--- src/rtl/onenc_pkg.sv ---
package onenc_pkg;

	// Fixed widths of the interface fields.
	localparam int COMP_W = 16;
	localparam int CODE_W = 16;
	localparam int WORD_W = 32;

	// |x|+|y|+|z| stays below 2^17, and n+s, which runs from 0 to 2s, stays below 2^18.
	localparam int SUM_W  = COMP_W + 1;
	localparam int TERM_W = COMP_W + 2;
	// The divisor is 2s, and the partial remainder always stays below it.
	localparam int DIV_W  = TERM_W;

	typedef struct packed {
		logic signed [COMP_W-1:0] dir_x;
		logic signed [COMP_W-1:0] dir_y;
		logic signed [COMP_W-1:0] dir_z;
	} dir_req_t;

	typedef struct packed {
		logic [CODE_W-1:0] code_u;
		logic [CODE_W-1:0] code_v;
		logic [WORD_W-1:0] packed_word;
		logic              zero_input;
	} code_req_t;

	// The fixed-width part of the data that travels down the divider chain.
	typedef struct packed {
		logic [DIV_W-1:0] rem_u;
		logic [DIV_W-1:0] rem_v;
		logic [DIV_W-1:0] divisor;
		logic             zero;
	} div_fix_t;

endpackage

--- src/rtl/onenc_front.sv ---
module onenc_front #(
	parameter int CODE_BITS = 16
) (
	input  logic                clk,
	input  logic                arst_n,
	input  logic                in_valid,
	output logic                in_take,
	input  onenc_pkg::dir_req_t dir,
	output logic                out_valid,
	input  logic                out_take,
	output onenc_pkg::div_fix_t out_fix,
	output logic [CODE_BITS-1:0] out_sh_u,
	output logic [CODE_BITS-1:0] out_sh_v
);
	import onenc_pkg::*;

	localparam int NUM_W = CODE_BITS + TERM_W;

	logic [COMP_W-1:0] ax, ay, az;
	logic [SUM_W-1:0]  s_sum;
	logic [TERM_W-1:0] t_up_u, t_up_v, t_u, t_v;

	logic              valid_s1;
	logic [SUM_W-1:0]  s_s1;
	logic [TERM_W-1:0] tu_s1, tv_s1;
	logic              zero_s1;
	logic              en_s1;

	logic              valid_s2;
	logic              en_s2;
	logic [NUM_W-1:0]  num_u, num_v;

	// Stage one: magnitudes, the L1 norm and the shifted numerators n+s.
	always_comb begin
		ax = dir.dir_x[COMP_W-1] ? (~dir.dir_x + COMP_W'(1)) : dir.dir_x;
		ay = dir.dir_y[COMP_W-1] ? (~dir.dir_y + COMP_W'(1)) : dir.dir_y;
		az = dir.dir_z[COMP_W-1] ? (~dir.dir_z + COMP_W'(1)) : dir.dir_z;
		s_sum = SUM_W'(ax) + SUM_W'(ay) + SUM_W'(az);
		t_up_u = {{(TERM_W-COMP_W){dir.dir_x[COMP_W-1]}}, dir.dir_x} + TERM_W'(s_sum);
		t_up_v = {{(TERM_W-COMP_W){dir.dir_z[COMP_W-1]}}, dir.dir_z} + TERM_W'(s_sum);
		if (!dir.dir_y[COMP_W-1]) begin
			t_u = t_up_u;
			t_v = t_up_v;
		end else begin
			// In the folded hemisphere n+s is either 2s-|other| or |other|.
			t_u = dir.dir_x[COMP_W-1] ? TERM_W'(az) : ({s_sum, 1'b0} - TERM_W'(az));
			t_v = dir.dir_z[COMP_W-1] ? TERM_W'(ax) : ({s_sum, 1'b0} - TERM_W'(ax));
		end
	end

	assign en_s1   = !valid_s1 || en_s2;
	assign en_s2   = !valid_s2 || out_take;
	assign in_take = en_s1;

	always_ff @(posedge clk or negedge arst_n) begin
		if (!arst_n) begin
			valid_s1 <= 1'b0;
		end else if (en_s1) begin
			valid_s1 <= in_valid;
		end
	end

	always_ff @(posedge clk) begin
		if (en_s1 && in_valid) begin
			s_s1    <= s_sum;
			tu_s1   <= t_u;
			tv_s1   <= t_v;
			zero_s1 <= (s_sum == '0);
		end
	end

	// Stage two: the dividend M*(n+s)+s, where M*t is (t << CODE_BITS) - t.
	always_comb begin
		num_u = {tu_s1, {CODE_BITS{1'b0}}} - NUM_W'(tu_s1) + NUM_W'(s_s1);
		num_v = {tv_s1, {CODE_BITS{1'b0}}} - NUM_W'(tv_s1) + NUM_W'(s_s1);
	end

	always_ff @(posedge clk or negedge arst_n) begin
		if (!arst_n) begin
			valid_s2 <= 1'b0;
		end else if (en_s2) begin
			valid_s2 <= valid_s1;
		end
	end

	always_ff @(posedge clk) begin
		if (en_s2 && valid_s1) begin
			out_fix.rem_u   <= num_u[NUM_W-1:CODE_BITS];
			out_fix.rem_v   <= num_v[NUM_W-1:CODE_BITS];
			out_fix.divisor <= {s_s1, 1'b0};
			out_fix.zero    <= zero_s1;
			out_sh_u        <= num_u[CODE_BITS-1:0];
			out_sh_v        <= num_v[CODE_BITS-1:0];
		end
	end

	assign out_valid = valid_s2;

endmodule

--- src/rtl/onenc_div_cell.sv ---
module onenc_div_cell #(
	parameter int CODE_BITS = 16
) (
	input  logic                 clk,
	input  logic                 arst_n,
	input  logic                 in_valid,
	output logic                 in_take,
	input  onenc_pkg::div_fix_t  in_fix,
	input  logic [CODE_BITS-1:0] in_sh_u,
	input  logic [CODE_BITS-1:0] in_sh_v,
	output logic                 out_valid,
	input  logic                 out_take,
	output onenc_pkg::div_fix_t  out_fix,
	output logic [CODE_BITS-1:0] out_sh_u,
	output logic [CODE_BITS-1:0] out_sh_v
);
	import onenc_pkg::*;

	// One restoring division step per lane. The shift word feeds dividend bits
	// in at the top and collects quotient bits at the bottom.
	logic [DIV_W:0]   trial_u, trial_v, dvs;
	logic             ge_u, ge_v;
	logic [DIV_W:0]   diff_u, diff_v;
	logic             valid_q;
	div_fix_t         fix_q;
	logic [CODE_BITS-1:0] sh_u_q, sh_v_q;

	always_comb begin
		dvs     = {1'b0, in_fix.divisor};
		trial_u = {in_fix.rem_u, in_sh_u[CODE_BITS-1]};
		trial_v = {in_fix.rem_v, in_sh_v[CODE_BITS-1]};
		ge_u    = (trial_u >= dvs);
		ge_v    = (trial_v >= dvs);
		diff_u  = ge_u ? (trial_u - dvs) : trial_u;
		diff_v  = ge_v ? (trial_v - dvs) : trial_v;
	end

	assign in_take = !valid_q || out_take;

	always_ff @(posedge clk or negedge arst_n) begin
		if (!arst_n) begin
			valid_q <= 1'b0;
		end else if (in_take) begin
			valid_q <= in_valid;
		end
	end

	always_ff @(posedge clk) begin
		if (in_take && in_valid) begin
			fix_q.rem_u   <= diff_u[DIV_W-1:0];
			fix_q.rem_v   <= diff_v[DIV_W-1:0];
			fix_q.divisor <= in_fix.divisor;
			fix_q.zero    <= in_fix.zero;
			sh_u_q        <= {in_sh_u[CODE_BITS-2:0], ge_u};
			sh_v_q        <= {in_sh_v[CODE_BITS-2:0], ge_v};
		end
	end

	assign out_valid = valid_q;
	assign out_fix   = fix_q;
	assign out_sh_u  = sh_u_q;
	assign out_sh_v  = sh_v_q;

endmodule

--- src/rtl/octahedral_normal_encode_core.sv ---
// Octahedral normal encoder with y as the pole axis. Each request on the dir
// side carries one direction as three signed Q1.15 components and yields one
// request on the code side with the two CODE_BITS-bit codes, the packed word
// (u low, v high) and a flag for the all-zero vector, whose codes are zero.
// The block takes one request every cycle while the output is not stalled.
// Two front stages form the L1 norm and the dividends, then a chain of
// CODE_BITS restoring division cells, one per quotient bit, produces both
// codes side by side. The last cell doubles as the output register. Each
// stage holds its own valid bit, so a stalled output request freezes only
// the stages behind it that are full, and bubbles further up keep taking
// requests.
module octahedral_normal_encode_core #(
	parameter int CODE_BITS = 16
) (
	input  logic                 clk,
	input  logic                 arst_n,
	input  logic                 dir_valid,
	output logic                 dir_stall,
	input  onenc_pkg::dir_req_t  dir,
	output logic                 code_valid,
	input  logic                 code_stall,
	output onenc_pkg::code_req_t code
);
	import onenc_pkg::*;

	// Chain taps: index 0 is the front output, index CODE_BITS the last cell.
	logic                 valid_c [0:CODE_BITS];
	logic                 take_c  [0:CODE_BITS];
	div_fix_t             fix_c   [0:CODE_BITS];
	logic [CODE_BITS-1:0] sh_u_c  [0:CODE_BITS];
	logic [CODE_BITS-1:0] sh_v_c  [0:CODE_BITS];
	logic                 front_take;
	logic [CODE_W-1:0]    code_u_w, code_v_w;

	onenc_front #(
		.CODE_BITS(CODE_BITS)
	) u_front (
		.clk      (clk),
		.arst_n   (arst_n),
		.in_valid (dir_valid),
		.in_take  (front_take),
		.dir      (dir),
		.out_valid(valid_c[0]),
		.out_take (take_c[0]),
		.out_fix  (fix_c[0]),
		.out_sh_u (sh_u_c[0]),
		.out_sh_v (sh_v_c[0])
	);

	for (genvar i = 0; i < CODE_BITS; i++) begin : g_cell
		onenc_div_cell #(
			.CODE_BITS(CODE_BITS)
		) u_cell (
			.clk      (clk),
			.arst_n   (arst_n),
			.in_valid (valid_c[i]),
			.in_take  (take_c[i]),
			.in_fix   (fix_c[i]),
			.in_sh_u  (sh_u_c[i]),
			.in_sh_v  (sh_v_c[i]),
			.out_valid(valid_c[i+1]),
			.out_take (take_c[i+1]),
			.out_fix  (fix_c[i+1]),
			.out_sh_u (sh_u_c[i+1]),
			.out_sh_v (sh_v_c[i+1])
		);
	end

	assign take_c[CODE_BITS] = !code_stall;
	assign dir_stall         = !front_take;

	// After the last cell the shift words hold the quotients. The quotient
	// never exceeds 2^CODE_BITS - 1, so no clamp is needed. A zero vector
	// divides by zero inside the chain, and its garbage is masked here.
	always_comb begin
		code_u_w = fix_c[CODE_BITS].zero ? '0 : CODE_W'(sh_u_c[CODE_BITS]);
		code_v_w = fix_c[CODE_BITS].zero ? '0 : CODE_W'(sh_v_c[CODE_BITS]);
		code.code_u      = code_u_w;
		code.code_v      = code_v_w;
		code.packed_word = {code_v_w, code_u_w};
		code.zero_input  = fix_c[CODE_BITS].zero;
	end

	assign code_valid = valid_c[CODE_BITS];

`ifndef NO_ASSERTIONS
	// A zero vector always leaves with an all-zero packed word.
	a_zero_codes: assert property (@(posedge clk) disable iff (!arst_n)
		code_valid && code.zero_input |-> code.packed_word == '0)
		else $error("zero vector produced nonzero codes");

	// The packed word carries exactly the two codes.
	a_packing: assert property (@(posedge clk) disable iff (!arst_n)
		code_valid |-> code.packed_word == {code.code_v, code.code_u})
		else $error("packed word does not match codes");

	// Codes never use bits above CODE_BITS.
	a_code_range: assert property (@(posedge clk) disable iff (!arst_n)
		code_valid |-> ((code.code_u >> CODE_BITS) == '0) &&
			((code.code_v >> CODE_BITS) == '0))
		else $error("code exceeds CODE_BITS");

	// Requests are held back only when the chain is full and the output stalls.
	a_stall_cause: assert property (@(posedge clk) disable iff (!arst_n)
		dir_stall |-> code_valid && code_stall)
		else $error("request stalled while the chain could advance");
`endif

endmodule
--- config.mk ---
export PLATFORM = sky130hd
export DESIGN_NAME = octahedral_normal_encode_core
export DESIGN_NICKNAME = d
export VERILOG_FILES = /design/src/rtl/onenc_pkg.sv /design/src/rtl/onenc_front.sv /design/src/rtl/onenc_div_cell.sv /design/src/rtl/octahedral_normal_encode_core.sv
export SDC_FILE = /design/constraint.sdc
export NUM_CORES = 2
export LEC_CHECK = 0
export BUFFER_PORTS_ARGS = -buffer_cell sky130_fd_sc_hd__buf_4
export CAP_MARGIN = 15
export CORE_MARGIN = 8
export CORE_UTILIZATION = 58
export CTS_CLUSTER_SIZE = 30
export DETAILED_ROUTE_END_ITERATION = 16
export HOLD_SLACK_MARGIN = 0.02
export PLACE_DENSITY = 0.73
export SLEW_MARGIN = 0
export SYNTH_ARGS = -nofsm -noshare
export SYNTH_HDL_FRONTEND = slang
export SYNTH_SLANG_ARGS = --single-unit
--- constraint.sdc ---
create_clock -name clk -period 5.7 [get_ports clk]
set_input_delay 1.14 -clock clk [delete_from_list [all_inputs] [get_ports clk]]
set_output_delay 1.14 -clock clk [all_outputs]
set_load 0.02 [all_outputs]
After elaboration in Yosys (flattened, before gate mapping) --
Index checks and enable logic that the tools add are counted.
Cells by class: bitwise operators 3, divide/modulo/power cells 0, equality and inequality tests 0, multipliers 0, $add $sub $neg 43, mux-type cells 39, reductions and logical operators 57, shift-type cells 0, $lt $le $gt $ge 32
Operators with widths (number):
- 18-bit 2-to-1 mux | 34
- 19-bit by 18-bit greater-or-equal comparator with 1-bit output | 32
- 18-bit subtractor | 30
- 16-bit 2-to-1 mux | 5
- 34-bit by 17-bit adder with 34-bit output | 2
- 34-bit by 18-bit subtractor with 34-bit output | 2
- 16-bit by 2-bit adder with 16-bit output (second input constant) | 3
- 16-bit NOT | 3
- 18-bit by 17-bit adder with 18-bit output | 2
- 18-bit by 16-bit subtractor with 18-bit output | 2
- 1-bit zero test | 20
- 1-bit logical AND | 18
- 1-bit logical OR | 18
- 16-bit by 16-bit adder with 17-bit output | 1
- 17-bit by 16-bit adder with 17-bit output | 1
- 17-bit zero test | 1
Storage, ports and cells: memory bits (read-only) 0, logic and storage cells 295, output and inout port bits 67, bits in registers 1481, memories kept 0, latch bits 0, bits in writable memories 0

Longest topological paths before layout --
word-level depth 20, mapped depth 24

Cells and area by module --
Synthesis repeated with hierarchy kept, for this count alone.
Second synthesis, totals: cells, all modules 8325, area, all modules 96173.5 um^2
By module, submodules not included:
- onenc_div_cell at g_cell[12].u_cell ... | seq. area each 2637.5 um^2, area an instance 5212.5 um^2, times used 9, cells each 439
- onenc_div_cell at g_cell[0].u_cell ... | seq. area each 2637.5 um^2, area an instance 5089.9 um^2, times used 5, cells each 413
- onenc_front | seq. area each 4254.1 um^2, area an instance 13436.6 um^2, times used 1, cells each 1428
- onenc_div_cell at g_cell[4].u_cell | seq. area each 2637.5 um^2, area an instance 4977.3 um^2, times used 1, cells each 411
- onenc_div_cell at g_cell[1].u_cell | seq. area each 2637.5 um^2, area an instance 4927.2 um^2, times used 1, cells each 401
- octahedral_normal_encode_core | seq. area each 0.0 um^2, area an instance 470.5 um^2, times used 1, cells each 69

Worst setup path before layout --
Ideal clock, no wire load.
path type input port to flip-flop, start point input port code_stall, end point register g_cell[9].u_cell.fix_q (netlist bit g_cell[9].u_cell.out_fix[0]), enable pin, stages on the path 4, setup time 582 ps, buffers on the path 0, data required time 5118 ps, arrival time 5864 ps, setup slack -746 ps, cells stage by stage nand4_1 > inv_1 > and3_1 > a31oi_1
Between the ends: word-level cells in the longest chain between the ends 9
RTL lines:
- from (decl) | RTL line octahedral_normal_encode_core.sv:21 | input logic code_stall,
- 1-bit zero test | RTL line octahedral_normal_encode_core.sv:69 | assign take_c[CODE_BITS] = !code_stall;
- 1-bit logical OR (7 in a row) | RTL line onenc_div_cell.sv:38 | assign in_take = !valid_q || out_take;
- 1-bit logical AND | RTL line onenc_div_cell.sv:49 | if (in_take && in_valid) begin
- to (decl) | RTL line onenc_div_cell.sv:25 | div_fix_t fix_q;
No other way between the ends. A chain may end at the register's enable or synchronous reset.

Worst setup path after layout --
start point input port dir[16] (netlist bit), end point register u_front.tu_s1[17] (data pin)
Between the ends: word-level cells in the longest chain between the ends 8, elaborated cells between the ends (all ways) 9, classes of those cells 5 x add/sub; 3 x mux; 1 x bitwise
RTL lines:
- from (decl) | RTL line octahedral_normal_encode_core.sv:19 | input onenc_pkg::dir_req_t dir,
- 16-bit NOT | RTL line onenc_front.sv:36 | ay = dir.dir_y[COMP_W-1] ? (~dir.dir_y + COMP_W'(1)) : dir.dir_y;
- 16-bit by 2-bit adder with 16-bit output | RTL line onenc_front.sv:36
- 16-bit 2-to-1 mux (*) | RTL line onenc_front.sv:36
- 16-bit by 16-bit adder with 17-bit output (*) | RTL line onenc_front.sv:38 | s_sum = SUM_W'(ax) + SUM_W'(ay) + SUM_W'(az);
- 17-bit by 16-bit adder with 17-bit output (*) | RTL line onenc_front.sv:38
- 18-bit by 16-bit subtractor with 18-bit output | RTL line onenc_front.sv:46 | t_u = dir.dir_x[COMP_W-1] ? TERM_W'(az) : ({s_sum, 1'b0} - TERM_W'(az));
- 18-bit 2-to-1 mux | RTL line onenc_front.sv:46
- 18-bit 2-to-1 mux (*) | RTL line onenc_front.sv:41 | if (!dir.dir_y[COMP_W-1]) begin
- named net u_front.t_u[17] | RTL line onenc_front.sv:21 | logic [TERM_W-1:0] t_up_u, t_up_v, t_u, t_v;
- to (signal assigned) | RTL line onenc_front.sv:66 | tu_s1 <= t_u;
- to (decl) | RTL line onenc_front.sv:25 | logic [TERM_W-1:0] tu_s1, tv_s1;
Mark *: on every way through the listed nets, which the timed path passes. The rest lies on a longest branch.

==> metrics.txt <==
TritonCTS clock tree=built; worst skew pair latency=0.80 ns; Syn-to-layout area delta=12.6%; final hold violation count=0; Simple-Gate Fraction of Synth Area=11.6%; routability cong.=0.961; Mapped Nets=8265; Yosys top cell area share=52.0%; slowest CP cell=fa_1; status=finished clean; DP Area=89800 µm²; WP data arrival=5.96 ns; I/O pins=119; cell area power density=676 nW/µm²; 1st-iter DRT viols=5458; Routed WL=222 mm; Hold WS=0.213 ns; final worst slack=0.281 ns; vias in the first global route=56799; DRT Pass-1 Iters=8; # nets final=8712; Worst-Margin Slew=1.18 ns; CP Max Fanout=4; CP Buf/Inv Count=6; Ys Warns=0; Die Span X=398 µm; reg2reg setup slack=1.26 ns; maximum VDD drop=0.000389 V; fmax=185 MHz; Hold WC Path Type=in2async; R2R Path Start=g_cell[11].u_cell.out_fix[2]; starting density of the core=58.2%; Setup WS pre-CTS=-0.587 ns; Final period util=95.1%; FF-to-FF End=g_cell[12].u_cell.out_fix[46]; antenna violations before repair=15; Setup-failing EPs final=0; Global Route Usage Sum=27.5%; first-pass GRT wire length=335 mm; row count=140; Max Clock Skew=0.0500 ns; top cells by area, synth=edfxtp_1 (52%), ha_1 (11%), inv_1 (3.0%), nand2_1 (2.5%), nor2_1 (2.3%); cts bufs inserted=155; root buffer cell=clkbuf_16; Final Util=65.5%; Port Buf Inserts=118; largest family of logic cells by synthesized area=compound AO/OA/AOI/OAI gates; clk buf depth=3; largest net degree at the start of global routing=87; drt wl/cell=22.3 µm; Synth area leader=edfxtp_1; cells after synthesis=7437; Mean Syn Cell Area=11.4 µm²; post-synthesis mux area share=3.59%; Worst EP required=6.25 ns; max-capacitance violation count=0; CP Depth=25; count of cell types in the netlist=87; family with the most delay on the worst path=compound AO/OA/AOI/OAI gates; htree depth=4; Post-Synth XOR/XNOR Area=4.18%; adder-cell share of the synthesized area=12.0%; antenna viol nets, final=0; register bit total from synthesis=1481; die height=398 µm; post-synthesis sequential area ratio=52.5%; layout cells sized above 1=10.5%; Synth Area in Compound Gates=12.4%; Total Power=64.3 mW; critical path type=in2reg; Static Leakage=38.4 nW; GRT overflow=0; CP Capture Type=flop; DP HPWL=174 mm; EDFF count, synth=1463; Reg2Reg Depth=12; clock sink total=1481; Post-synth ARST share=1.22%; cell area after synthesis=84500 µm²; unrepaired setup endpoints after global routing=false; Vias=59568; Hold Buf Count CTS=0; Worst-path clk slew=0.06 ns; die area=158000 µm²; DRC errors left=0; core area=145000 µm²; final number of max-transition violations=0; slowest stage delay, CP=0.52 ns; most common flop cell mapped by yosys=edfxtp_1; design area=95200 µm²; cell mode on critical path=buf_4; Final Critical Period=5.42 ns; Worst slew margin=21.4%; crit path launch type=input pin; Vias per Instance=6.00
worst register-to-register path: cells and delay by family, from the launching register on:
family	cells	cell delay, ns
flip-flops	1	0.45
AO/OA/AOI/OAI	7	2.13
multiplexers	1	0.51
adder cells (fa/ha/maj)	2	0.68
AND/OR/NAND/NOR	2	0.38
worst max-delay path by stage:
stage	startpoint	end	slack, ns
detailed placement	dir[16]	u_front.tu_s1[17]	-0.59
global placement	dir[17]	u_front.tu_s1[17]	-0.53
floorplan	dir[31]	u_front.tu_s1[17]	-0.02
global route	dir[16]	u_front.tv_s1[16]	0.004
finish	dir[16]	u_front.tu_s1[17]	0.28
CTS	dir[16]	u_front.tu_s1[17]	0.23
layout by cell type, fill, tap and decap left out, drive strengths merged, types with 88 or more instances in the layout:
cell type | netlist | layout
edfxtp | 1463 | 1463
ha | 723 | 723
inv | 687 | 697
nand2 | 574 | 574
o21ai | 566 | 566
nor2 | 519 | 519
buf | 52 | 421
a21oi | 371 | 371
xor2 | 211 | 211
mux2 | 209 | 209
xnor2 | 190 | 190
nor2b | 177 | 177
clkbuf | 79 | 177
nor3 | 138 | 138
o31ai | 110 | 110
nand4 | 100 | 100
o21a | 99 | 99
nand3 | 97 | 97
a21boi | 88 | 88
cells in the mapped netlist, drive strengths merged, types with 87 or more instances:
master  instances
a21boi         88
a21oi         371
edfxtp       1463
ha            723
inv           687
mux2          209
nand2         574
nand3          97
nand4         100
nor2          519
nor2b         177
nor3          138
o21a           99
o21ai         566
o31ai         110
or3            87
xnor2         190
xor2          211
what timing repair did:
action,in CTS,in global routing
setup buffers,0,0
endpoints found under the setup margin,0,4
resized for setup,0,7
registers in the layout (all words and copies together) (netlist names):
| name | count |
|---|---|
| u_front.zero_s1 | 1 |
| u_front.out_valid | 1 |
| g_cell.u_cell.out_fix | 811 |
| u_front.valid_s1 | 1 |
| g_cell.u_cell.out_sh_u | 256 |
| u_front.out_sh_v | 16 |
| u_front.out_fix | 54 |
| g_cell.u_cell.out_valid | 16 |
| u_front.tu_s1 | 18 |
| u_front.tv_s1 | 18 |
| u_front.out_sh_u | 16 |
| g_cell.u_cell.out_sh_v | 256 |
| u_front.s_s1 | 17 |
report_power, final:
part / switching, mW / internal [mW]
combinational: 19.7 / 13.9
clock: 4.47 / 5.97
sequential: 2.51 / 17.8
total: 26.7 / 37.6
layer usage:
metal | vias to the layer above | GRT usage [%] | routed length [µm]
li1 | 28391 | - | -
met1 | 28706 | 38.8 | 96900
met2 | 2100 | 44.0 | 101000
met3 | 363 | 4.27 | 16900
met4 | 8 | 8.42 | 7220
met5 | - | 0 | 58
final cells by class:
| type | count | area [µm²] |
|---|---|---|
| inverters | 687 | 2580 |
| flip-flops and latches | 1481 | 44400 |
| clock inverters | 106 | 1350 |
| well taps | 1917 | 2400 |
| clock buffers | 177 | 3960 |
| fillers | 11009 | 50000 |
| diodes | 5 | 12.5 |
| multi-input cells | 5138 | 37200 |
| repair buffers | 421 | 3240 |
logic make-up (layout without fill, tap and decap cells):
group,Yosys count,in the layout
other cells,0,5
simple gates,2008,2008
buf+inv,818,1391
fa+ha+maj,778,778
mux,277,277
xor+xnor,401,401
flops,1481,1481
compound gates,1674,1674
through the flow:
stage	instances	TNS (ns)
2_1_floorplan	7437	-0.0209
3_3_place_gp	9644	-3.71
3_5_place_dp	9644	-5.54
4_1_cts	9927	0
5_1_grt	9928	0
6_report	9932	0
(Power assumes the default switching activity.)
